$ cat config.mk
export PLATFORM = sky130hd
export DESIGN_NAME = eeprom_page_write_segmenter_top_flat
export DESIGN_NICKNAME = d
export VERILOG_FILES = /design/src/rtl/epws_pkg.sv /design/src/rtl/epws_req_if.sv /design/src/rtl/epws_res_if.sv /design/src/rtl/epws_apb_regs.sv /design/src/rtl/eeprom_page_write_segmenter_top.sv /design/src/flat_wrapper.sv
export VERILOG_INCLUDE_DIRS = /design/src /design/src/rtl
export SDC_FILE = /design/constraint.sdc
export NUM_CORES = 1
export LEC_CHECK = 0
export BUFFER_PORTS_ARGS = -buffer_cell sky130_fd_sc_hd__buf_4
export CORE_UTILIZATION = 45
export CTS_BUF_LIST = sky130_fd_sc_hd__clkbuf_8
export CTS_CLUSTER_SIZE = 12
export DETAILED_ROUTE_END_ITERATION = 8
export HOLD_SLACK_MARGIN = 0.03
export PLACE_DENSITY_LB_ADDON = 0.15
export SLEW_MARGIN = 25
export SYNTH_ARGS = -nofsm -noshare
export SYNTH_HDL_FRONTEND = slang
export SYNTH_HIERARCHICAL = 1
export SYNTH_SLANG_ARGS = --single-unit
export TNS_END_PERCENT = 10
$ cat constraint.sdc
create_clock -name i_clk -period 9.2 [get_ports i_clk]
set_clock_uncertainty 0.1 [all_clocks]
set_input_delay 0.46 -clock i_clk [delete_from_list [all_inputs] [get_ports i_clk]]
set_output_delay 0.46 -clock i_clk [all_outputs]
set_load 0.01 [all_outputs]
$ cat src/rtl/assert_macros.svh
// Assertion macros used by the top level of the page-write segmenter.
// No dependencies; the macros expect i_clk and i_rst_n in the using module.
`ifndef ASSERT_MACROS_SVH
`define ASSERT_MACROS_SVH
`ifndef SYNTHESIS
`define EPWS_ASSERT(label, expr) \
    label: assert property (@(posedge i_clk) disable iff (!i_rst_n) (expr)) \
        else $error("invariant violated");
`define EPWS_ASSERT_IMP(label, ante, cons) \
    label: assert property (@(posedge i_clk) disable iff (!i_rst_n) (ante) |-> (cons)) \
        else $error("implication violated");
`define EPWS_ASSERT_NXT(label, ante, cons) \
    label: assert property (@(posedge i_clk) disable iff (!i_rst_n) (ante) |=> (cons)) \
        else $error("next-cycle implication violated");
`else
`define EPWS_ASSERT(label, expr)
`define EPWS_ASSERT_IMP(label, ante, cons)
`define EPWS_ASSERT_NXT(label, ante, cons)
`endif
`endif

$ cat src/rtl/epws_pkg.sv
// Package of the page-write segmenter: widths, codes, config struct, part tables.
// No dependencies.
package epws_pkg;

    localparam int ADDR_W     = 11;
    localparam int LEN_W      = 12;
    localparam int APB_ADDR_W = 4;
    localparam int APB_DATA_W = 32;

    localparam int MAX_REQUEST_BYTES = 512;
    // Page size cap; page offsets are taken with a mask, so keep it a power of two.
    localparam int MAX_PAGE_BYTES    = 16;

    localparam logic [7:0] BASE_DEVICE = 8'hA0;
    localparam logic [7:0] READ_BIT    = 8'h01;
    localparam logic [7:0] PIN_FIELD   = 8'h0E;
    localparam logic [7:0] TICKS_IDLE  = 8'hFF;

    localparam logic [2:0] MODEL_UNSET  = 3'd5;
    localparam logic [2:0] MODEL_16K    = 3'd4;
    localparam logic [7:0] WCT_RESET    = 8'd15;

    localparam logic [1:0] KIND_TICK  = 2'd0;
    localparam logic [1:0] KIND_WRITE = 2'd1;
    localparam logic [1:0] KIND_READ  = 2'd2;

    localparam logic [2:0] ST_OK        = 3'd0;
    localparam logic [2:0] ST_NOT_SETUP = 3'd1;
    localparam logic [2:0] ST_ADDR_BAD  = 3'd2;
    localparam logic [2:0] ST_SIZE_BAD  = 3'd3;
    localparam logic [2:0] ST_BUSY      = 3'd4;

    localparam logic [1:0] REG_MODEL  = 2'd0;
    localparam logic [1:0] REG_PINS   = 2'd1;
    localparam logic [1:0] REG_WTICKS = 2'd2;

    typedef enum logic [1:0] {
        S_IDLE,
        S_CHECK,
        S_SEG
    } t_state;

    typedef struct packed {
        logic [2:0] memory_model;
        logic [2:0] chip_pins;
        logic [7:0] write_cycle_ticks;
    } t_cfg;

    localparam logic [4:0] PAGE_CAP = 5'(MAX_PAGE_BYTES);

    function automatic logic [4:0] page_bytes(input logic [2:0] model);
        logic [4:0] raw;
        begin
            case (model)
                3'd0, 3'd1: raw = 5'd8;
                3'd2, 3'd3, 3'd4: raw = 5'd16;
                default: raw = 5'd0;
            endcase
            return (raw > PAGE_CAP) ? PAGE_CAP : raw;
        end
    endfunction

    function automatic logic [7:0] part_pages(input logic [2:0] model);
        case (model)
            3'd0:    return 8'd16;
            3'd1:    return 8'd32;
            3'd2:    return 8'd32;
            3'd3:    return 8'd64;
            3'd4:    return 8'd128;
            default: return 8'd0;
        endcase
    endfunction

    function automatic logic [7:0] part_mask(input logic [2:0] model);
        case (model)
            3'd2:    return 8'h02;
            3'd3:    return 8'h06;
            3'd4:    return 8'h0E;
            default: return 8'h00;
        endcase
    endfunction

    function automatic logic [LEN_W-1:0] cap_bytes(input logic [2:0] model);
        logic [12:0] prod;
        begin
            prod = 13'(part_pages(model)) * 13'(page_bytes(model));
            return prod[LEN_W-1:0];
        end
    endfunction

endpackage

$ cat src/rtl/epws_req_if.sv
// Request channel: each item is a tick, a write request or a read request.
// Depends on epws_pkg.
interface epws_req_if;
    logic                          valid;
    logic                          ready;
    logic [1:0]                    kind;
    logic [epws_pkg::ADDR_W-1:0]   start_address;
    logic [epws_pkg::LEN_W-1:0]    request_length;

    modport source (output valid, kind, start_address, request_length, input ready);
    modport sink   (input valid, kind, start_address, request_length, output ready);
endinterface

$ cat src/rtl/epws_res_if.sv
// Result channel: one item per segment, read descriptor or error.
// Depends on epws_pkg.
interface epws_res_if;
    logic                          valid;
    logic                          ready;
    logic [2:0]                    status;
    logic [7:0]                    dev_byte;
    logic [7:0]                    word_address;
    logic [epws_pkg::LEN_W-1:0]    transfer_length;
    logic [epws_pkg::ADDR_W-1:0]   data_offset;
    logic                          last_segment;

    modport source (output valid, status, dev_byte, word_address, transfer_length,
                    data_offset, last_segment, input ready);
    modport sink   (input valid, status, dev_byte, word_address, transfer_length,
                    data_offset, last_segment, output ready);
endinterface

$ cat src/rtl/epws_apb_regs.sv
// APB-style configuration registers of the page-write segmenter.
// Depends on epws_pkg.
module epws_apb_regs (
    input  logic                              i_clk,
    input  logic                              i_rst_n,
    input  logic                              psel,
    input  logic                              penable,
    input  logic                              pwrite,
    input  logic [epws_pkg::APB_ADDR_W-1:0]   paddr,
    input  logic [epws_pkg::APB_DATA_W-1:0]   pwdata,
    output logic [epws_pkg::APB_DATA_W-1:0]   prdata,
    output logic                              pready,
    output epws_pkg::t_cfg                    o_cfg
);

    epws_pkg::t_cfg r_cfg;
    logic           wr_en;

    assign pready = 1'b1;
    assign wr_en  = psel && penable && pwrite;

    always_ff @(posedge i_clk) begin
        if (!i_rst_n) begin
            r_cfg.memory_model      <= epws_pkg::MODEL_UNSET;
            r_cfg.chip_pins         <= 3'd0;
            r_cfg.write_cycle_ticks <= epws_pkg::WCT_RESET;
        end else if (wr_en) begin
            unique case (paddr[3:2])
                epws_pkg::REG_MODEL:  r_cfg.memory_model      <= pwdata[2:0];
                epws_pkg::REG_PINS:   r_cfg.chip_pins         <= pwdata[2:0];
                epws_pkg::REG_WTICKS: r_cfg.write_cycle_ticks <= pwdata[7:0];
                default: ;
            endcase
        end
    end

    always_comb begin
        unique case (paddr[3:2])
            epws_pkg::REG_MODEL:  prdata = {29'd0, r_cfg.memory_model};
            epws_pkg::REG_PINS:   prdata = {29'd0, r_cfg.chip_pins};
            epws_pkg::REG_WTICKS: prdata = {24'd0, r_cfg.write_cycle_ticks};
            default:              prdata = '0;
        endcase
    end

    assign o_cfg = r_cfg;

endmodule

$ cat src/rtl/eeprom_page_write_segmenter_top.sv
// Top level of the EEPROM page-write segmenter: request/result channels, APB port.
// Depends on epws_pkg, epws_req_if, epws_res_if, epws_apb_regs, assert_macros.svh.
//
// A write request is split into page-aligned segments, each with device byte, word
// address, length and offset; a read request gives one descriptor; a failed check
// gives one error item. The block takes one request at a time: it accepts the request in
// the idle state, runs the setup, range, size and busy checks in the check state, then
// gives one result item per cycle while the consumer is ready. Tick items advance the
// write-cycle timer. The segment length comes from a single subtract-and-compare
// unit stepped once per segment by the sequencer.
`include "assert_macros.svh"

module eeprom_page_write_segmenter_top (
    input  logic                              i_clk,
    input  logic                              i_rst_n,
    epws_req_if.sink                          i_req,
    epws_res_if.source                        o_res,
    input  logic                              psel,
    input  logic                              penable,
    input  logic                              pwrite,
    input  logic [epws_pkg::APB_ADDR_W-1:0]   paddr,
    input  logic [epws_pkg::APB_DATA_W-1:0]   pwdata,
    output logic [epws_pkg::APB_DATA_W-1:0]   prdata,
    output logic                              pready
);

    localparam int AW = epws_pkg::ADDR_W;
    localparam int LW = epws_pkg::LEN_W;

    epws_pkg::t_cfg   cfg;
    epws_pkg::t_state r_state, n_state;

    logic [1:0]    r_kind, n_kind;
    logic [AW-1:0] r_addr, n_addr;
    logic [LW-1:0] r_rem,  n_rem;
    logic [AW-1:0] r_off,  n_off;
    logic [7:0]    r_ticks, n_ticks;

    logic          r_o_valid, n_o_valid;
    logic [2:0]    r_o_status, n_o_status;
    logic [7:0]    r_o_dev, n_o_dev;
    logic [7:0]    r_o_word, n_o_word;
    logic [LW-1:0] r_o_len, n_o_len;
    logic [AW-1:0] r_o_off, n_o_off;
    logic          r_o_last, n_o_last;

    // Part description
    logic [4:0]    page;
    logic [7:0]    mask;
    logic [LW-1:0] cap;
    logic [7:0]    base;
    logic [7:0]    dev_cur;
    logic          busy;
    logic          unset;
    logic          addr_bad;
    logic          len_big;
    logic          end_bad;

    // Segment unit
    logic [4:0]    pos;
    logic [4:0]    room;
    logic [LW-1:0] seg;

    epws_apb_regs u_regs (
        .i_clk   (i_clk),
        .i_rst_n (i_rst_n),
        .psel    (psel),
        .penable (penable),
        .pwrite  (pwrite),
        .paddr   (paddr),
        .pwdata  (pwdata),
        .prdata  (prdata),
        .pready  (pready),
        .o_cfg   (cfg)
    );

    assign page  = epws_pkg::page_bytes(cfg.memory_model);
    assign mask  = epws_pkg::part_mask(cfg.memory_model);
    assign cap   = epws_pkg::cap_bytes(cfg.memory_model);
    assign base  = epws_pkg::BASE_DEVICE |
                   ({4'd0, cfg.chip_pins, 1'b0} & epws_pkg::PIN_FIELD & ~mask);
    assign busy  = r_ticks <= cfg.write_cycle_ticks;
    assign unset = cfg.memory_model > epws_pkg::MODEL_16K;

    assign dev_cur  = base | ({4'd0, r_addr[10:7]} & mask);
    assign addr_bad = {1'b0, r_addr} >= cap;
    assign len_big  = r_rem > LW'(epws_pkg::MAX_REQUEST_BYTES);
    assign end_bad  = (r_rem != '0) && ((13'(r_addr) + 13'(r_rem)) > 13'(cap));

    // Bytes left in the current page, clipped to what remains of the request
    assign pos  = r_addr[4:0] & (page - 5'd1);
    assign room = page - pos;
    assign seg  = (r_rem < LW'(room)) ? r_rem : LW'(room);

    always_ff @(posedge i_clk) begin
        if (!i_rst_n) begin
            r_state   <= epws_pkg::S_IDLE;
            r_ticks   <= epws_pkg::TICKS_IDLE;
            r_o_valid <= 1'b0;
        end else begin
            r_state   <= n_state;
            r_ticks   <= n_ticks;
            r_o_valid <= n_o_valid;
        end
    end

    always_ff @(posedge i_clk) begin
        r_kind     <= n_kind;
        r_addr     <= n_addr;
        r_rem      <= n_rem;
        r_off      <= n_off;
        r_o_status <= n_o_status;
        r_o_dev    <= n_o_dev;
        r_o_word   <= n_o_word;
        r_o_len    <= n_o_len;
        r_o_off    <= n_o_off;
        r_o_last   <= n_o_last;
    end

    always_comb begin
        n_state    = r_state;
        n_kind     = r_kind;
        n_addr     = r_addr;
        n_rem      = r_rem;
        n_off      = r_off;
        n_ticks    = r_ticks;
        n_o_valid  = r_o_valid;
        n_o_status = r_o_status;
        n_o_dev    = r_o_dev;
        n_o_word   = r_o_word;
        n_o_len    = r_o_len;
        n_o_off    = r_o_off;
        n_o_last   = r_o_last;

        unique case (r_state)
            epws_pkg::S_IDLE: begin
                if (i_req.valid) begin
                    case (i_req.kind) inside
                        epws_pkg::KIND_TICK: begin
                            if (r_ticks != epws_pkg::TICKS_IDLE) begin
                                n_ticks = r_ticks + 8'd1;
                            end
                        end
                        epws_pkg::KIND_WRITE, epws_pkg::KIND_READ: begin
                            n_kind  = i_req.kind;
                            n_addr  = i_req.start_address;
                            n_rem   = i_req.request_length;
                            n_off   = '0;
                            n_state = epws_pkg::S_CHECK;
                        end
                        default: ;
                    endcase
                end
            end

            epws_pkg::S_CHECK: begin
                n_o_valid  = 1'b1;
                n_o_status = epws_pkg::ST_OK;
                n_o_dev    = '0;
                n_o_word   = '0;
                n_o_len    = '0;
                n_o_off    = '0;
                n_o_last   = 1'b1;
                n_state    = epws_pkg::S_SEG;
                if (unset) begin
                    n_o_status = epws_pkg::ST_NOT_SETUP;
                end else if (addr_bad) begin
                    n_o_status = epws_pkg::ST_ADDR_BAD;
                end else if (len_big ||
                             (end_bad && (r_kind == epws_pkg::KIND_WRITE))) begin
                    n_o_status = epws_pkg::ST_SIZE_BAD;
                end else if (busy) begin
                    n_o_status = epws_pkg::ST_BUSY;
                end else if (r_kind == epws_pkg::KIND_READ) begin
                    n_o_dev  = dev_cur | epws_pkg::READ_BIT;
                    n_o_word = r_addr[7:0];
                    n_o_len  = r_rem;
                end else if (r_rem == '0) begin
                    n_o_dev  = dev_cur;
                    n_o_word = r_addr[7:0];
                end else begin
                    // First segment; restart the write-cycle timer
                    n_o_dev  = dev_cur;
                    n_o_word = r_addr[7:0];
                    n_o_len  = seg;
                    n_o_last = (seg == r_rem);
                    n_addr   = r_addr + AW'(seg);
                    n_rem    = r_rem - seg;
                    n_off    = r_off + AW'(seg);
                    n_ticks  = '0;
                end
            end

            epws_pkg::S_SEG: begin
                if (o_res.ready) begin
                    if (r_o_last) begin
                        n_o_valid = 1'b0;
                        n_state   = epws_pkg::S_IDLE;
                    end else begin
                        // Advance to the next page
                        n_o_dev  = dev_cur;
                        n_o_word = r_addr[7:0];
                        n_o_len  = seg;
                        n_o_off  = r_off;
                        n_o_last = (seg == r_rem);
                        n_addr   = r_addr + AW'(seg);
                        n_rem    = r_rem - seg;
                        n_off    = r_off + AW'(seg);
                    end
                end
            end

            default: n_state = epws_pkg::S_IDLE;
        endcase
    end

    assign i_req.ready           = (r_state == epws_pkg::S_IDLE);
    assign o_res.valid           = r_o_valid;
    assign o_res.status          = r_o_status;
    assign o_res.dev_byte        = r_o_dev;
    assign o_res.word_address    = r_o_word;
    assign o_res.transfer_length = r_o_len;
    assign o_res.data_offset     = r_o_off;
    assign o_res.last_segment    = r_o_last;

    `EPWS_ASSERT(a_no_accept_while_result, !(i_req.ready && o_res.valid))
    `EPWS_ASSERT_IMP(a_error_is_last, o_res.valid && (o_res.status != epws_pkg::ST_OK), o_res.last_segment)
    `EPWS_ASSERT_IMP(a_seg_fits_page, o_res.valid && (o_res.status == epws_pkg::ST_OK) && !o_res.dev_byte[0], o_res.transfer_length <= LW'(epws_pkg::MAX_PAGE_BYTES))
    `EPWS_ASSERT_NXT(a_next_seg_follows, o_res.valid && o_res.ready && !o_res.last_segment, o_res.valid)

endmodule
$ cat src/flat_wrapper.sv
// flat-port wrapper written by rule: the top's interface ports become plain ports
module eeprom_page_write_segmenter_top_flat 
  (i_clk, i_rst_n, psel, penable, pwrite, paddr, pwdata, prdata, pready, i_req_valid, i_req_kind, i_req_start_address, i_req_request_length, i_req_ready, o_res_valid, o_res_status, o_res_dev_byte, o_res_word_address, o_res_transfer_length, o_res_data_offset, o_res_last_segment, o_res_ready);
  epws_req_if i_req_i ();
  epws_res_if o_res_i ();
  input  logic i_clk;
  input  logic i_rst_n;
  input  logic psel;
  input  logic penable;
  input  logic pwrite;
  input  logic [epws_pkg::APB_ADDR_W-1:0] paddr;
  input  logic [epws_pkg::APB_DATA_W-1:0] pwdata;
  output logic [epws_pkg::APB_DATA_W-1:0] prdata;
  output logic pready;
  input wire logic [$bits(i_req_i.valid)-1:0] i_req_valid;
  input wire logic [$bits(i_req_i.kind)-1:0] i_req_kind;
  input wire logic [$bits(i_req_i.start_address)-1:0] i_req_start_address;
  input wire logic [$bits(i_req_i.request_length)-1:0] i_req_request_length;
  output wire logic [$bits(i_req_i.ready)-1:0] i_req_ready;
  output wire logic [$bits(o_res_i.valid)-1:0] o_res_valid;
  output wire logic [$bits(o_res_i.status)-1:0] o_res_status;
  output wire logic [$bits(o_res_i.dev_byte)-1:0] o_res_dev_byte;
  output wire logic [$bits(o_res_i.word_address)-1:0] o_res_word_address;
  output wire logic [$bits(o_res_i.transfer_length)-1:0] o_res_transfer_length;
  output wire logic [$bits(o_res_i.data_offset)-1:0] o_res_data_offset;
  output wire logic [$bits(o_res_i.last_segment)-1:0] o_res_last_segment;
  input wire logic [$bits(o_res_i.ready)-1:0] o_res_ready;
  assign i_req_i.valid = i_req_valid;
  assign i_req_i.kind = i_req_kind;
  assign i_req_i.start_address = i_req_start_address;
  assign i_req_i.request_length = i_req_request_length;
  assign i_req_ready = i_req_i.ready;
  assign o_res_valid = o_res_i.valid;
  assign o_res_status = o_res_i.status;
  assign o_res_dev_byte = o_res_i.dev_byte;
  assign o_res_word_address = o_res_i.word_address;
  assign o_res_transfer_length = o_res_i.transfer_length;
  assign o_res_data_offset = o_res_i.data_offset;
  assign o_res_last_segment = o_res_i.last_segment;
  assign o_res_i.ready = o_res_ready;
  eeprom_page_write_segmenter_top u_core (.i_clk(i_clk), .i_rst_n(i_rst_n), .i_req(i_req_i), .o_res(o_res_i), .psel(psel), .penable(penable), .pwrite(pwrite), .paddr(paddr), .pwdata(pwdata), .prdata(prdata), .pready(pready));
endmodule
* Word level (Yosys, flattened, before mapping) *
Cells that the tools add are included.

storage, ports and cells
  bits in registers = 104
  input bits = 68
  word-level logic and storage cells = 195
  output and inout port bits = 78

operators by class
  $lt $le $gt $ge = 7
  equality and inequality tests = 28
  multipliers = 1
  multiplexer cells = 100
  bitwise gates (word level) = 6
  $add $sub $neg = 7
  reduce and logical (&&, ||, !) cells = 29

operator list
  operator                                               count
  two-way mux 11 bit                                     24
  two-way mux 12 bit                                     20
  two-way mux 8 bit                                      21
  case mux 11 bit (3 select lines)                       2
  case mux 8 bit (2 select lines)                        3
  case mux 12 bit (3 select lines)                       1
  case mux 8 bit (4 select lines)                        1
  case mux 12 bit (2 select lines)                       1
  case mux 8 bit (3 select lines)                        1
  adder 11 bit                                           2
  case mux 11 bit (2 select lines)                       1
  != test 2 bit (second input constant)                  10
  two-way mux 2 bit                                      7
  adder 11 x 12 -> 13 bit                                1
  > comparator 13 x 12 -> 1 bit                          1
  == test 12 bit                                         1
  >= comparator 11 x 12 -> 1 bit                         1
  > comparator 12 x 10 -> 1 bit (second input constant)  1
  zero test 12 bit                                       1
  < comparator 12 x 5 -> 1 bit                           1
  multiplier 8 x 5 -> 12 bit                             1
  case mux 4 bit (3 select lines)                        1
  AND reduction 12 bit                                   1
  nonzero test 12 bit                                    1
  other kinds (39)                                       73

* Depth between registers and ports, before layout *
Gate-level depths: netlist (run 1).

  word-level depth = 18
  mapped depth = 22
  gate-level depth less buffers = 22

* Cells and area by module *
Netlist (run 1), hierarchy kept.

by module, submodules not included
  module                           cells each  area an instance (um2)  times used  sequential area each (um2)
  eeprom_page_write_segmenter_top  618         6,175.9                 1           2,502.4
  epws_apb_regs                    106         880.8                   1           280.3

* Least setup slack after synthesis (run 1) *
OpenSTA, ideal clock, no wires.

  kind = register -> register
  start = reg u_core.r_addr[0]
  end = reg u_core.r_addr[0] (enable)
  arrival time = 5.281 ns
  path slack = 3.373 ns
  cell stages (with the launch flop) = 16
  setup time = 0.446 ns
  path buffers = 0
  clock period less this slack = 5.827 ns
  required time = 8.654 ns
  cell sequence = edfxtp_1 -> ha_1 -> fa_1 -> a21o_1 -> and4_4 -> o21ai_0 -> nand2b_1 -> a21oi_1 -> xnor2_1 -> ha_1 -> nand4_1 -> a2111o_1 -> a2111oi_2 -> and3_2 -> o2111ai_1 -> a31oi_1

between the ends
  longest elaborated chain between the ends = 7
  elaborated cells on any way between the ends = 9
  those cells by class = add/sub: 1; order compare: 2; eq/ne: 2; reduce/logical: 4

ends and longest elaborated chain
  what                                     line                                    text
  start, declared                          eeprom_page_write_segmenter_top.sv:34   logic [AW-1:0] r_addr, n_addr;
  start signal, assigned                   eeprom_page_write_segmenter_top.sv:109  r_addr <= n_addr;
  adder 11 x 12 -> 13 bit                  eeprom_page_write_segmenter_top.sv:88   assign end_bad = (r_rem != '0) && ((13'(r_addr) + 13'(r_rem)) > 13'(cap));
  > comparator 13 x 12 -> 1 bit            eeprom_page_write_segmenter_top.sv:88
  logical AND 1 bit                        eeprom_page_write_segmenter_top.sv:88
  logical AND 1 bit                        eeprom_page_write_segmenter_top.sv:170  (end_bad && (r_kind == epws_pkg::KIND_WRITE))) begin
  logical OR 1 bit                         eeprom_page_write_segmenter_top.sv:169  end else if (len_big ||
  != test 2 bit (no source line)           -
  AND reduction 12 bit (no source line) *  -

Mark *: on every way between the ends. The rest lies on a longest branch, timed or not.
A chain may end at the register's enable or synchronous reset.

* Worst setup path in the final report (run 1) *
  start = reg u_core.r_addr[1]
  end = reg u_core.r_addr[10], data pin

between the ends
  longest elaborated chain between the ends = 12
  elaborated cells on any way between the ends = 14
  those cells by class = add/sub: 2; order compare: 1; mux: 10; bitwise: 1

ends and longest elaborated chain
  what                                line                                                                            text
  AND 5 bit                           eeprom_page_write_segmenter_top.sv:91                                           assign pos = r_addr[4:0] & (page - 5'd1);
  subtractor 5 bit                    eeprom_page_write_segmenter_top.sv:92                                           assign room = page - pos;
  < comparator 12 x 5 -> 1 bit        eeprom_page_write_segmenter_top.sv:93                                           assign seg = (r_rem < LW'(room)) ? r_rem : LW'(room);
  two-way mux 12 bit                  eeprom_page_write_segmenter_top.sv:93
  adder 11 bit *                      eeprom_page_write_segmenter_top.sv:187, eeprom_page_write_segmenter_top.sv:206
  two-way mux 11 bit                  eeprom_page_write_segmenter_top.sv:178                                          end else if (r_rem == '0) begin
  two-way mux 11 bit                  eeprom_page_write_segmenter_top.sv:174                                          end else if (r_kind == epws_pkg::KIND_READ) begin
  two-way mux 11 bit                  eeprom_page_write_segmenter_top.sv:172                                          end else if (busy) begin
  two-way mux 11 bit                  eeprom_page_write_segmenter_top.sv:169
  two-way mux 11 bit                  eeprom_page_write_segmenter_top.sv:167                                          end else if (addr_bad) begin
  two-way mux 11 bit                  eeprom_page_write_segmenter_top.sv:165                                          if (unset) begin
  case mux 11 bit (3 select lines) *  eeprom_page_write_segmenter_top.sv:135                                          unique case (r_state)
  named net u_core.n_addr[10]         eeprom_page_write_segmenter_top.sv:34

Mark *: on every way through the listed nets, which the timed path passes. The rest lies on a longest branch. The select of a mux whose other input is x is not followed.

==> results by group, run 1 <==
Outcome
  – Status: completed

Finish
  – Final nets: 960
  – Layout cells sized above 1: 16.0%
  – Ant diodes: 0
  – Fill cells: between 1000 and 1500
  – Syn-to-layout area delta: 15.3%
  – Post-route cell area: slightly above 8000 um^2
  – Post-Layout Cell Count: 1038

Yosys
  – Register bit count reported by yosys: just over 100
  – Sequential fraction of the synthesis area: between 30% and 40%
  – Syn. warnings: 6
  – Post-synth ARST share: 0%
  – Most common cell in the netlist: edfxtp_1
  – Post-Synthesis Cells: 724
  – Cell type with the largest total area after synthesis: edfxtp_1
  – Synth top area cells: edfxtp_1 (32%), ha_1 (12%), dfxtp_1 (7.1%)
  – EDFF count, synth: 76
  – Yosys cell types: 69
  – Mean Syn Cell Area: 9.75 um^2
  – Post-synth top cells: edfxtp_1 (76), ha_1 (66), nand2_1 (54), nor2_1 (53), inv_1 (50)
  – Synth Flop Type: edfxtp_1
  – Yosys top cell area share: 32.3%
  – Syn Std Cell Area: roughly 7100 um^2

Route
  – Drt initial violations: 373
  – Pre-antenna DRT Iters: 5
  – Post-route DRC: 0
  – Final ANT Viol Nets: 0
  – M1 WL: ~7.3 mm
  – DR vias: 5565
  – Routed vias/inst: 5.36
  – WL/cell: 15.4 um
  – Final WL: around 16 mm
  – Met2 wire len: about 7.6 mm
  – Max Used Layer: met4
  – Met3 routed WL: 752 um

Timing
  – Max-slew violations: 0
  – Count of final setup violators: 0
  – Min cycle time layout: 5.59 ns
  – Final hold viol count: 0
  – Crit share post-route: around three fifths
  – Worst relative slew slack: about a third
  – Final WS setup: about 3.6 ns
  – Worst slew pin tran: 0.985 ns
  – Unrepaired setup endpoints after global routing: no
  – Fmax: around 0.18 GHz
  – Setup TNS: 0 ns

Setup path
  – Register-to-Register Path Depth: 21
  – Setup crit start: u_core/r_addr[1]
  – WS Path Type: reg -> reg
  – Reg2Reg Setup Slack: 3.61 ns
  – CP startpoint kind: flip-flop
  – Crit-path max FO: 7
  – Worst R2R Start: u_core/r_addr[1]
  – Crit-path cells: inv_1 > ha_1 > nor3b_1 > xor2_1 > a22o_1 > inv_1 > ha_1 > o21ai_0 > nand3b_1 > o21ai_0 > ha_1 > inv_1 > fa_1 > nor2b_1 > o21ai_0 > a21boi_0 > o21ai_0 > a21boi_0 > o211ai_1 > a2111o_1 > o311ai_0
  – Crit path DAT: ~5.7 ns
  – Crit-path slowest cell: o21ai_0
  – Biggest cell delay along the critical path: ~0.57 ns
  – Most used cell along the critical path: o21ai_0
  – Worst setup EP type: flip-flop
  – Critical Path RT: 9.30 ns
  – Reg2reg end: u_core/r_addr[10]

Floorplan
  – Die X: approximately 130 um
  – IO Pins: about 150
  – Initial Utilization: about 46%
  – Num rows: 45
  – Core area: around 15000 um^2
  – Die area: roughly 16000 um^2
  – Die Y: 127 um

Min path
  – Hold_sp: i_req_kind[0]
  – Hold path depth: 1
  – Worst hold-check path type: in -> reg
  – Hold Path End: u_core/r_kind[0]

Clocking
  – Post_cts resized: 0
  – Clock root cell: clkbuf_8
  – Worst-path clk slew: 0.10 ns
  – Worst skew pair latency: about 0.4 ns
  – Post-CTS Setup Inserts: 0
  – CTS H-tree depth: 3
  – Total clock sinks: a little over 100
  – TritonCTS clock tree: yes
  – Max clock buf depth: 2
  – Post-CTS Hold Buffers: 0
  – CTS Buf Count: 9

Global routing
  – Gr usage total: slightly above 20%
  – Global route overflow: 0
  – Largest net degree at the start of global routing: 35
  – First-pass GRT wire length: around 26 mm
  – Initial antenna violation count: 0
  – Vias in the first global route: 5397

Run
  – Max cap viols: 0

Placed design
  – Gpl congestion: between 0.9 and 1
  – Post-Place Cells: between 1000 and 1500
  – IO buf count: 92
  – Pre-CTS setup slack: around 3.5 ns
  – Post-detail-place hpwl: 12.4 mm
  – Placed Area: approximately 7900 um^2

Power and ir drop
  – Max IR drop VDD: approximately 210 uV
  – Leakage: around 0.0035 uW
  – P per Cell Area: 382 nW/um^2
-- report_power, final --
group	switching [uW]	total [uW]	internal, uW
logic	1070	1890	820
clock network	154	293	139
registers	164	928	765
total	1380	3110	1720
-- cell type report --
class / count / area [um^2] / share of cell area, %
multi-input cells: 564 / 3970 / 48.7
flip-flops and latches: 101 / 2780 / 34.2
repair buffers: 96 / 736 / 9.04
well taps: 211 / 264 / 3.24
inverters: 50 / 188 / 2.31
clock buffers: 11 / 151 / 1.86
clock inverters: 5 / 51.3 / 0.630
-- cell usage in the layout (no fill, tap or decap), types with 8 or more instances in the layout --
master,instances
o21a_1,10
buf_4,94
nand3_1,17
a21o_1,12
nand2_1,54
xnor2_1,19
dfxtp_1,25
mux2_2,8
a21boi_0,8
conb_1,41
mux2i_1,22
o21ai_0,40
nor2_1,53
edfxtp_1,76
a21oi_1,35
clkbuf_8,11
ha_1,66
xor2_1,10
nor3_1,13
and2_1,23
inv_1,52
or3_1,8
nor2b_1,18
-- metrics by stage --
step / total power, uW / util (%) / hold slack (ns)
3_5_place_dp: 2810 / 52.0 / 0.371
3_3_place_gp: 2730 / 51.8 / 0.362
6_report: 3110 / 53.3 / 0.160
4_1_cts: 3120 / 53.3 / 0.132
5_1_grt: 3400 / 53.3 / 0.126
2_1_floorplan: 2270 / - / 0.343
-- sequential cells by signal, indices dropped and copies added (netlist names), 5 cells and up --
signal                        flops
u_core/r_ticks                    8
u_core/r_off                     11
u_core/o_res.dev_byte             5
u_core/u_regs/o_cfg              14
u_core/o_res.data_offset         11
u_core/r_addr                    11
u_core/o_res.transfer_length     12
u_core/r_rem                     12
u_core/o_res.word_address         8
-- critical path, delay by kind of cell (launching register included) --
| family | cells | cell delay [ns] |
|---|---|---|
| adder cells (fa/ha/maj) | 4 | 1.15 |
| AND/OR/NAND/NOR | 3 | 0.76 |
| buffers and inverters | 3 | 0.31 |
| flip-flops | 1 | 0.49 |
| XOR/XNOR | 1 | 0.18 |
| AO/OA/AOI/OAI | 10 | 2.40 |
-- routing by layer --
layer  up-vias  GRT usage, %
li1       2746             -
met1      2628          26.1
met2       169          35.0
met3        22          4.40
met4         0          7.07
met5         -             0
-- cells by family after synthesis --
family                     synth area share [%]
xor gates and xnor gates                   3.60
AOI/OAI and AO/OA                          16.1
DFF                                        39.4
muxes                                      4.40
other                                     0.160
adders and majority gates                  13.0
and+or+nand+nor                            16.6
buffers and inverters                      6.76
-- worst max-delay path by stage --
stage | end | cells past startpoint | slack [ns]
detailed placement | u_core/r_addr[10] | 21 | 3.53
global placement | u_core/r_addr[10] | 21 | 3.77
global route | u_core/r_addr[10] | 21 | 2.91
CTS | u_core/r_addr[10] | 21 | 3.50
floorplan | u_core/r_addr[0] | 15 | 3.37
finish | u_core/r_addr[10] | 21 | 3.61
No activity file was read; power rests on OpenSTA's default activity.
==> run 2, diff against run 1 <==
Settings changed: ABC_AREA set to 1.
Clock period 9.2 ns to 4.5 ns, I/O delays scaled along.
==> run 2 against run 1 <==
Against the previous run:
- hold slack worse by 0.11 ns
- sequential share of layout area down 2.6 points
- via count up 8.8%
- register-to-register slack worse by 3.4 ns
- combinational power rose to 2.5 times the previous value
- wire length up 5.3%
- flip-flop and latch count unchanged
- synthesized cell count up 21%
==> results by group, run 2 <==
Setup path
  – Most used cell along the critical path: nor2_1 (was o21ai_0)
  – Worst R2R Start: u_core/u_regs/o_cfg[12] (was u_core/r_addr[1])
  – Crit-path slowest cell: dfxtp_2 (was o21ai_0)
  – Crit path DAT: 4.40 ns (was 5.69 ns)
  – CP startpoint kind: flip-flop (unchanged)
  – WS Path Type: reg -> reg (unchanged)
  – Crit-path max FO: 6 (was 7)
  – Setup crit start: u_core/u_regs/o_cfg[12] (was u_core/r_addr[1])
  – Biggest cell delay along the critical path: 0.37 ns (was 0.57 ns)
  – Worst setup EP type: flip-flop (unchanged)
  – Reg2reg end: u_core/r_off[10] (was u_core/r_addr[10])
  – Register-to-Register Path Depth: 28 (was 21)
  – Critical Path RT: 4.65 ns (was 9.30 ns)
  – Reg2Reg Setup Slack: 0.25 ns (was 3.61 ns)

Timing
  – Crit share post-route: 94.4% (was 60.7%)
  – Hold Slack: 0.0491 ns (was 0.160 ns)
  – Worst slew pin tran: 0.978 ns (was 0.985 ns)
  – Count of final setup violators: 0 (unchanged)
  – Max-slew violations: 0 (unchanged)
  – Unrepaired setup endpoints after global routing: yes (was no)
  – Min cycle time layout: 4.25 ns (was 5.59 ns)
  – Fmax: 0.235 GHz (was 0.179 GHz)
  – Worst relative slew slack: 34.8% (was 34.3%)
  – Final hold viol count: 0 (unchanged)

Route
  – Pre-antenna DRT Iters: 5 (unchanged)
  – Drt initial violations: 291 (was 373)
  – Routed vias/inst: 4.90 (was 5.36)
  – WL/cell: 13.6 um (was 15.4 um)
  – Final ANT Viol Nets: 0 (unchanged)
  – DR vias: 6055 (was 5565)
  – Post-route DRC: 0 (unchanged)
  – Final WL: 16.9 mm (was 16.0 mm)

Finish
  – Fill cells: 1457 (was 1372)
  – Layout cells sized above 1: 20.1% (was 16.0%)
  – Area of the multi-input gates: 3770 um^2 (was 3970 um^2)
  – Register Area: 2790 um^2 (was 2780 um^2)
  – Syn-to-layout area delta: 25.6% (was 15.3%)
  – Post-Layout Cell Count: 1235 (was 1038)
  – Final nets: 1180 (was 960)
  – Final core occ: 58.1% (was 53.3%)
  – Post-route cell area: 8830 um^2 (was 8140 um^2)
  – Most frequent cells in the layout: nand2_1 (192), inv_1 (129), buf_4 (126) (was buf_4 (94), edfxtp_1 (76), ha_1 (66))
  – Max reg flops: 14 (unchanged)
  – Ant diodes: 0 (unchanged)
  – Most common cell after layout, fill and taps aside: nand2_1 (was buf_4)

Outcome
  – Status: completed (unchanged)

Yosys
  – Syn. warnings: 6 (unchanged)
  – Post-synth top cells: nand2_1 (194), inv_1 (133), nor2_1 (98), edfxtp_1 (76), ha_1 (66) (was edfxtp_1 (76), ha_1 (66), nand2_1 (54), nor2_1 (53), inv_1 (50))
  – Synth top area cells: edfxtp_1 (32%), ha_1 (12%), nand2_1 (10%) (was edfxtp_1 (32%), ha_1 (12%), dfxtp_1 (7.1%))
  – Sequential fraction of the synthesis area: 39.6% (was 39.4%)
  – Syn Std Cell Area: 7030 um^2 (was 7060 um^2)
  – Compound-Gate Fraction of Synth Area: 9.36% (was 16.1%)
  – Synth Flop Type: edfxtp_1 (unchanged)
  – Mean Syn Cell Area: 8.03 um^2 (was 9.75 um^2)
  – Simple-gate share of the synthesized area: 23.8% (was 16.6%)
  – Post-synthesis mux area share: 0% (was 4.40%)
  – Post-synthesis xor/xnor area fraction: 3.22% (was 3.60%)
  – Register bit count reported by yosys: 101 (unchanged)
  – Post-synth ARST share: 0% (unchanged)
  – Main combinational cell family by area after synthesis: simple AND/OR/NAND/NOR gates (unchanged)
  – Cell type with the largest total area after synthesis: edfxtp_1 (unchanged)
  – EDFF count, synth: 76 (unchanged)
  – Post-Synthesis Cells: 875 (was 724)
  – Most common cell in the netlist: nand2_1 (was edfxtp_1)
  – Yosys top cell area share: 32.5% (was 32.3%)
  – Adder-cell area share of the yosys netlist: 12.9% (was 13.0%)
  – Yosys cell types: 45 (was 69)

Placed design
  – Post-Place Cells: 1184 (was 1022)
  – Gpl congestion: 0.849 (was 0.905)
  – Post-detail-place hpwl: 12.5 mm (was 12.4 mm)
  – Placed Area: 8090 um^2 (was 7940 um^2)
  – IO buf count: 92 (unchanged)

Min path
  – Worst hold-check path type: in -> reg (unchanged)
  – Hold Path End: u_core/r_rem[8] (was u_core/r_kind[0])
  – Hold path depth: 3 (was 1)
  – Hold_sp: i_req_request_length[8] (was i_req_kind[0])

Floorplan
  – Initial Utilization: 46.2% (about the same)
  – Num rows: 45 (unchanged)
  – Die X: 127 um (about the same)
  – IO Pins: 146 (unchanged)
  – Core area: 15200 um^2 (was 15300 um^2)
  – Die area: 16100 um^2 (was 16200 um^2)
  – Die Y: 127 um (about the same)

Clocking
  – Worst-path clk slew: 0.11 ns (was 0.10 ns)
  – Total clock sinks: 101 (unchanged)
  – CTS H-tree depth: 3 (unchanged)
  – Worst skew pair latency: 0.39 ns (about the same)
  – Clock root cell: clkbuf_8 (unchanged)
  – TritonCTS clock tree: yes (unchanged)
  – Max clock buf depth: 2 (unchanged)
  – CTS Buf Count: 9 (unchanged)

Power and ir drop
  – Max IR drop VDD: 376 uV (was 215 uV)
  – P per Cell Area: 836 nW/um^2 (was 382 nW/um^2)
  – Leakage: 0.00434 uW (was 0.00350 uW)

Run
  – Max cap viols: 0 (unchanged)

Global routing
  – First-pass GRT wire length: 26.8 mm (was 26.2 mm)
  – Largest net degree at the start of global routing: 35 (unchanged)
  – Global route overflow: 0 (unchanged)
  – Gr usage total: 21.3% (was 20.6%)
  – Initial antenna violation count: 0 (unchanged)
  – Vias in the first global route: 5747 (was 5397)
[run 2: cell count changes in the layout (fill, tap and decap cells not counted), moves of 10 or more]
| cell | change |
|---|---|
| a21o_1 | -10 |
| xnor2_1 | -11 |
| dlygate4sd3_1 | +23 |
| nand3_1 | +30 |
| nor2b_1 | -18 |
| nand2_1 | +138 |
| nor2_1 | +41 |
| inv_1 | +77 |
| mux2i_1 | -22 |
| and2_1 | -22 |
| buf_4 | +32 |
[run 2: through the flow]
stage,TNS [ns],worst slack (ns),total power [uW]
finish,0,0.251,7380
global route,-0.106,-0.0388,8090
CTS,0,0.112,7000
detailed placement,0,0.131,6240
global placement,0,0.205,6190
floorplan,0,0.194,4870
[run 2: timing repair]
item                                   in CTS  in global routing
hold buffers                               23                  0
setup endpoints to repair                   0                 56
resized for setup                           0                 50
endpoints found under the hold margin      25                  0
buffers inserted                            0                  9
[run 2: cells by family (layout without fill, tap and decap cells)]
| kind of cell | count (synthesis) | after routing |
|---|---|---|
| adders and majority gates | 70 | 70 |
| DFF | 101 | 101 |
| other | 3 | 41 |
| AOI/OAI and AO/OA | 116 | 116 |
| and+or+nand+nor | 385 | 385 |
| buffers and inverters | 175 | 309 |
| xor gates and xnor gates | 25 | 25 |
[run 2: final cells by class]
| class | instances | area share [%] |
|---|---|---|
| clock buffer | 9 | 1.40 |
| clock inverter | 7 | 1.39 |
| inverter | 137 | 5.82 |
| multi-input combinational | 637 | 42.7 |
| sequential | 101 | 31.5 |
| tap | 188 | 2.66 |
| timing repair buffer | 156 | 14.5 |
[run 2: metal layers]
layer / global-route usage [%] / up-vias / routed length (um)
met2: 38.8 / 134 / 8340
met3: 3.48 / 18 / 649
met5: 0 / - / 0
li1: - / 3140 / -
met4: 5.88 / 0 / 282
met1: 26.0 / 2763 / 7580
[run 2: power breakdown]
group	switching, uW	internal (uW)	total, uW
registers	275	1610	1880
clock network	345	373	718
logic	2780	2000	4780
total	3400	3980	7380
[run 2: how the worst max path moves through the flow]
| stage | end | slack, ns | cells past startpoint |
|---|---|---|---|
| finish | u_core/r_off[10] | 0.25 | 28 |
| global route | u_core/r_addr[10] | -0.04 | 29 |
| CTS | u_core/r_rem[11] | 0.11 | 26 |
| detailed placement | u_core/r_rem[11] | 0.13 | 26 |
| global placement | u_core/r_rem[11] | 0.21 | 25 |
| floorplan | u_core/r_addr[0] | 0.19 | 23 |
[run 2: worst max-delay path, delay by kind of cell, from the launching register on]
kind            cells  cell delay (ns)
xor+xnor            1             0.20
fa+ha+maj           3             0.90
flops               1             0.37
buf+inv             3             0.36
compound gates      8             0.89
simple gates       13             1.29
==> run 3, diff against run 2 <==
Settings changed: HOLD_SLACK_MARGIN 0.03 to 0.1.
==> run 3 against run 2 <==
Against the previous run:
- die area is the same
- cell count rose by 1.2%
- combinational power about the same
- non-clock buffer count rose by 15
- setup slack worse by 0.0019 ns
- flip-flop and latch count is the same
- via count is 1.6% higher
- hold slack improved by 0.077 ns
- critical path type unchanged
==> results by group, run 3 (same netlist as run 2, synthesis figures left out) <==
Outcome
  – Status: completed (unchanged)

Power and ir drop
  – Combinational Power Share: 64.8% (was 64.7%)
  – Switching power share of the total: 46.1% (about the same)
  – Reg power frac: 25.4% (was 25.5%)
  – Cell Int Power: 3990 uW (was 3980 uW)
  – P per Cell Area: 823 nW/um^2 (was 836 nW/um^2)
  – Leakage: 0.00440 uW (was 0.00434 uW)
  – Max IR drop VDD: 376 uV (about the same)
  – Sw Pwr: 3410 uW (was 3400 uW)
  – Clock power frac: 9.8% (was 9.7%)

Floorplan
  – Die Y: 127 um (unchanged)
  – Die X: 127 um (unchanged)
  – Die area: 16100 um^2 (unchanged)
  – Initial Utilization: 46.2% (unchanged)
  – Num rows: 45 (unchanged)
  – Core area: 15200 um^2 (unchanged)
  – IO Pins: 146 (unchanged)

Setup path
  – Setup crit start: u_core/u_regs/o_cfg[12] (unchanged)
  – Worst setup EP type: flip-flop (unchanged)
  – WS Path Type: reg -> reg (unchanged)
  – Most used cell along the critical path: nor2_1 (unchanged)
  – Worst R2R Start: u_core/u_regs/o_cfg[12] (unchanged)
  – Crit path DAT: 4.41 ns (was 4.40 ns)
  – CP startpoint kind: flip-flop (unchanged)
  – Crit-path slowest cell: dfxtp_2 (unchanged)
  – Critical Path RT: 4.66 ns (was 4.65 ns)
  – Setup crit end: u_core/r_off[10] (unchanged)
  – Reg2reg end: u_core/r_off[10] (unchanged)
  – Crit-path max FO: 6 (unchanged)
  – Register-to-Register Path Depth: 28 (unchanged)
  – Biggest cell delay along the critical path: 0.37 ns (about the same)
  – Reg2Reg Setup Slack: 0.25 ns (about the same)

Run
  – Max cap viols: 0 (unchanged)

Finish
  – Fill cells: 1443 (was 1457)
  – Post-Layout Cell Count: 1250 (was 1235)
  – Max reg flops: 14 (unchanged)
  – Final nets: 1195 (was 1180)
  – Most frequent cells in the layout: nand2_1 (192), inv_1 (129), buf_4 (126) (unchanged)
  – Ant diodes: 0 (unchanged)
  – Most common cell after layout, fill and taps aside: nand2_1 (unchanged)
  – Layout cells sized above 1: 19.8% (was 20.1%)
  – Syn-to-layout area delta: 27.7% (was 25.6%)

Timing
  – Final hold viol count: 0 (unchanged)
  – Min cycle time layout: 4.25 ns (about the same)
  – Crit share post-route: 94.5% (was 94.4%)
  – Unrepaired setup endpoints after global routing: yes (unchanged)
  – Worst relative slew slack: 34.9% (was 34.8%)
  – Max-slew violations: 0 (unchanged)
  – Worst slew pin tran: 0.976 ns (was 0.978 ns)
  – Fmax: 0.235 GHz (about the same)
  – Final WS setup: 0.250 ns (was 0.251 ns)
  – Count of final setup violators: 0 (unchanged)

Clocking
  – TritonCTS clock tree: yes (unchanged)
  – CTS H-tree depth: 3 (unchanged)
  – Clock root cell: clkbuf_8 (unchanged)
  – Max clock buf depth: 2 (unchanged)
  – Total clock sinks: 101 (unchanged)
  – CTS Buf Count: 9 (unchanged)
  – Worst skew pair latency: 0.40 ns (was 0.39 ns)
  – Worst-path clk slew: 0.11 ns (about the same)

Placed design
  – IO buf count: 92 (unchanged)
  – Post-detail-place hpwl: 12.5 mm (unchanged)
  – Gpl congestion: 0.849 (unchanged)
  – Post-Place Cells: 1184 (unchanged)
  – Pre-CTS setup slack: 0.131 ns (unchanged)

Route
  – Drt initial violations: 296 (was 291)
  – Routed vias/inst: 4.92 (was 4.90)
  – Pre-antenna DRT Iters: 5 (unchanged)
  – Post-route DRC: 0 (unchanged)
  – WL/cell: 13.6 um (about the same)
  – Final ANT Viol Nets: 0 (unchanged)
  – Final WL: 17.0 mm (was 16.9 mm)
  – DR vias: 6149 (was 6055)

Global routing
  – First-pass GRT wire length: 27.1 mm (was 26.8 mm)
  – Global route overflow: 0 (unchanged)
  – Largest net degree at the start of global routing: 35 (unchanged)
  – Gr usage total: 21.5% (was 21.3%)
  – Initial antenna violation count: 0 (unchanged)
  – Vias in the first global route: 5830 (was 5747)

Min path
  – Worst hold-check path type: in -> reg (unchanged)
-- run 3: final cells by class --
type	count	area (um^2)	area share, %
clock inverters	7	123	1.37
well taps	188	235	2.62
clock buffers	9	124	1.38
flip-flops and latches	101	2790	31.0
inverters	137	514	5.73
multi-input cells	637	3770	41.9
repair buffers	171	1430	15.9
-- run 3: power groups by stage --
stage / Clock [uW] / Combinational, uW / Sequential [uW]
finish: 722 / 4790 / 1880
global route: 769 / 5400 / 1930
CTS: 740 / 4390 / 1880
detailed placement: 0 / 4340 / 1890
global placement: 0 / 4300 / 1900
floorplan: 0 / 2910 / 1960
-- run 3: repair_timing --
| action | in CTS | in global routing |
|---|---|---|
| hold buffers | 38 | 0 |
| endpoints found under the hold margin | 52 | 0 |
| buffers inserted | 0 | 9 |
| endpoints found under the setup margin | 0 | 56 |
| resized for setup | 0 | 50 |
-- run 3: stage by stage --
| step | utilization (%) | total power, uW | cell area, um^2 | hold WS, ns | TNS, ns |
|---|---|---|---|---|---|
| 3_5_place_dp | 53.2 | 6240 | 8090 | 0.317 | 0 |
| 4_1_cts | 57.3 | 7010 | 8710 | 0.105 | 0 |
| 5_1_grt | 59.1 | 8100 | 8980 | 0.127 | -0.106 |
| 2_1_floorplan | - | 4870 | 7180 | 0.224 | 0 |
| 3_3_place_gp | 53.2 | 6190 | 8090 | 0.318 | 0 |
| 6_report | 59.1 | 7390 | 8980 | 0.126 | 0 |
-- run 3: how the worst min path moves through the flow --
stage	startpoint	to	slack, ns	cells past startpoint
6_report	paddr[2]	u_core/u_regs/o_cfg[2]	0.13	5
5_1_grt	paddr[2]	u_core/u_regs/o_cfg[2]	0.13	5
4_1_cts	paddr[2]	u_core/u_regs/o_cfg[2]	0.10	5
3_5_place_dp	i_req_kind[1]	u_core/r_kind[1]	0.32	1
3_3_place_gp	i_req_kind[1]	u_core/r_kind[1]	0.32	1
2_1_floorplan	i_req_kind[0]	u_core/r_kind[0]	0.22	0
-- run 3: worst max-delay path: cells and delay by family (launching register included) --
kind,cells,cell delay (ns)
XOR/XNOR,1,0.20
buffers and inverters,3,0.35
AND/OR/NAND/NOR,13,1.30
adder cells (fa/ha/maj),3,0.90
AO/OA/AOI/OAI,8,0.89
flip-flops,1,0.37
-- run 3: layer usage --
layer  part of all wire, %  track usage, %
met1                    45            26.1
met2                    50            39.3
met3                   3.8            3.48
met4                   1.6            5.88
met5                     0               0
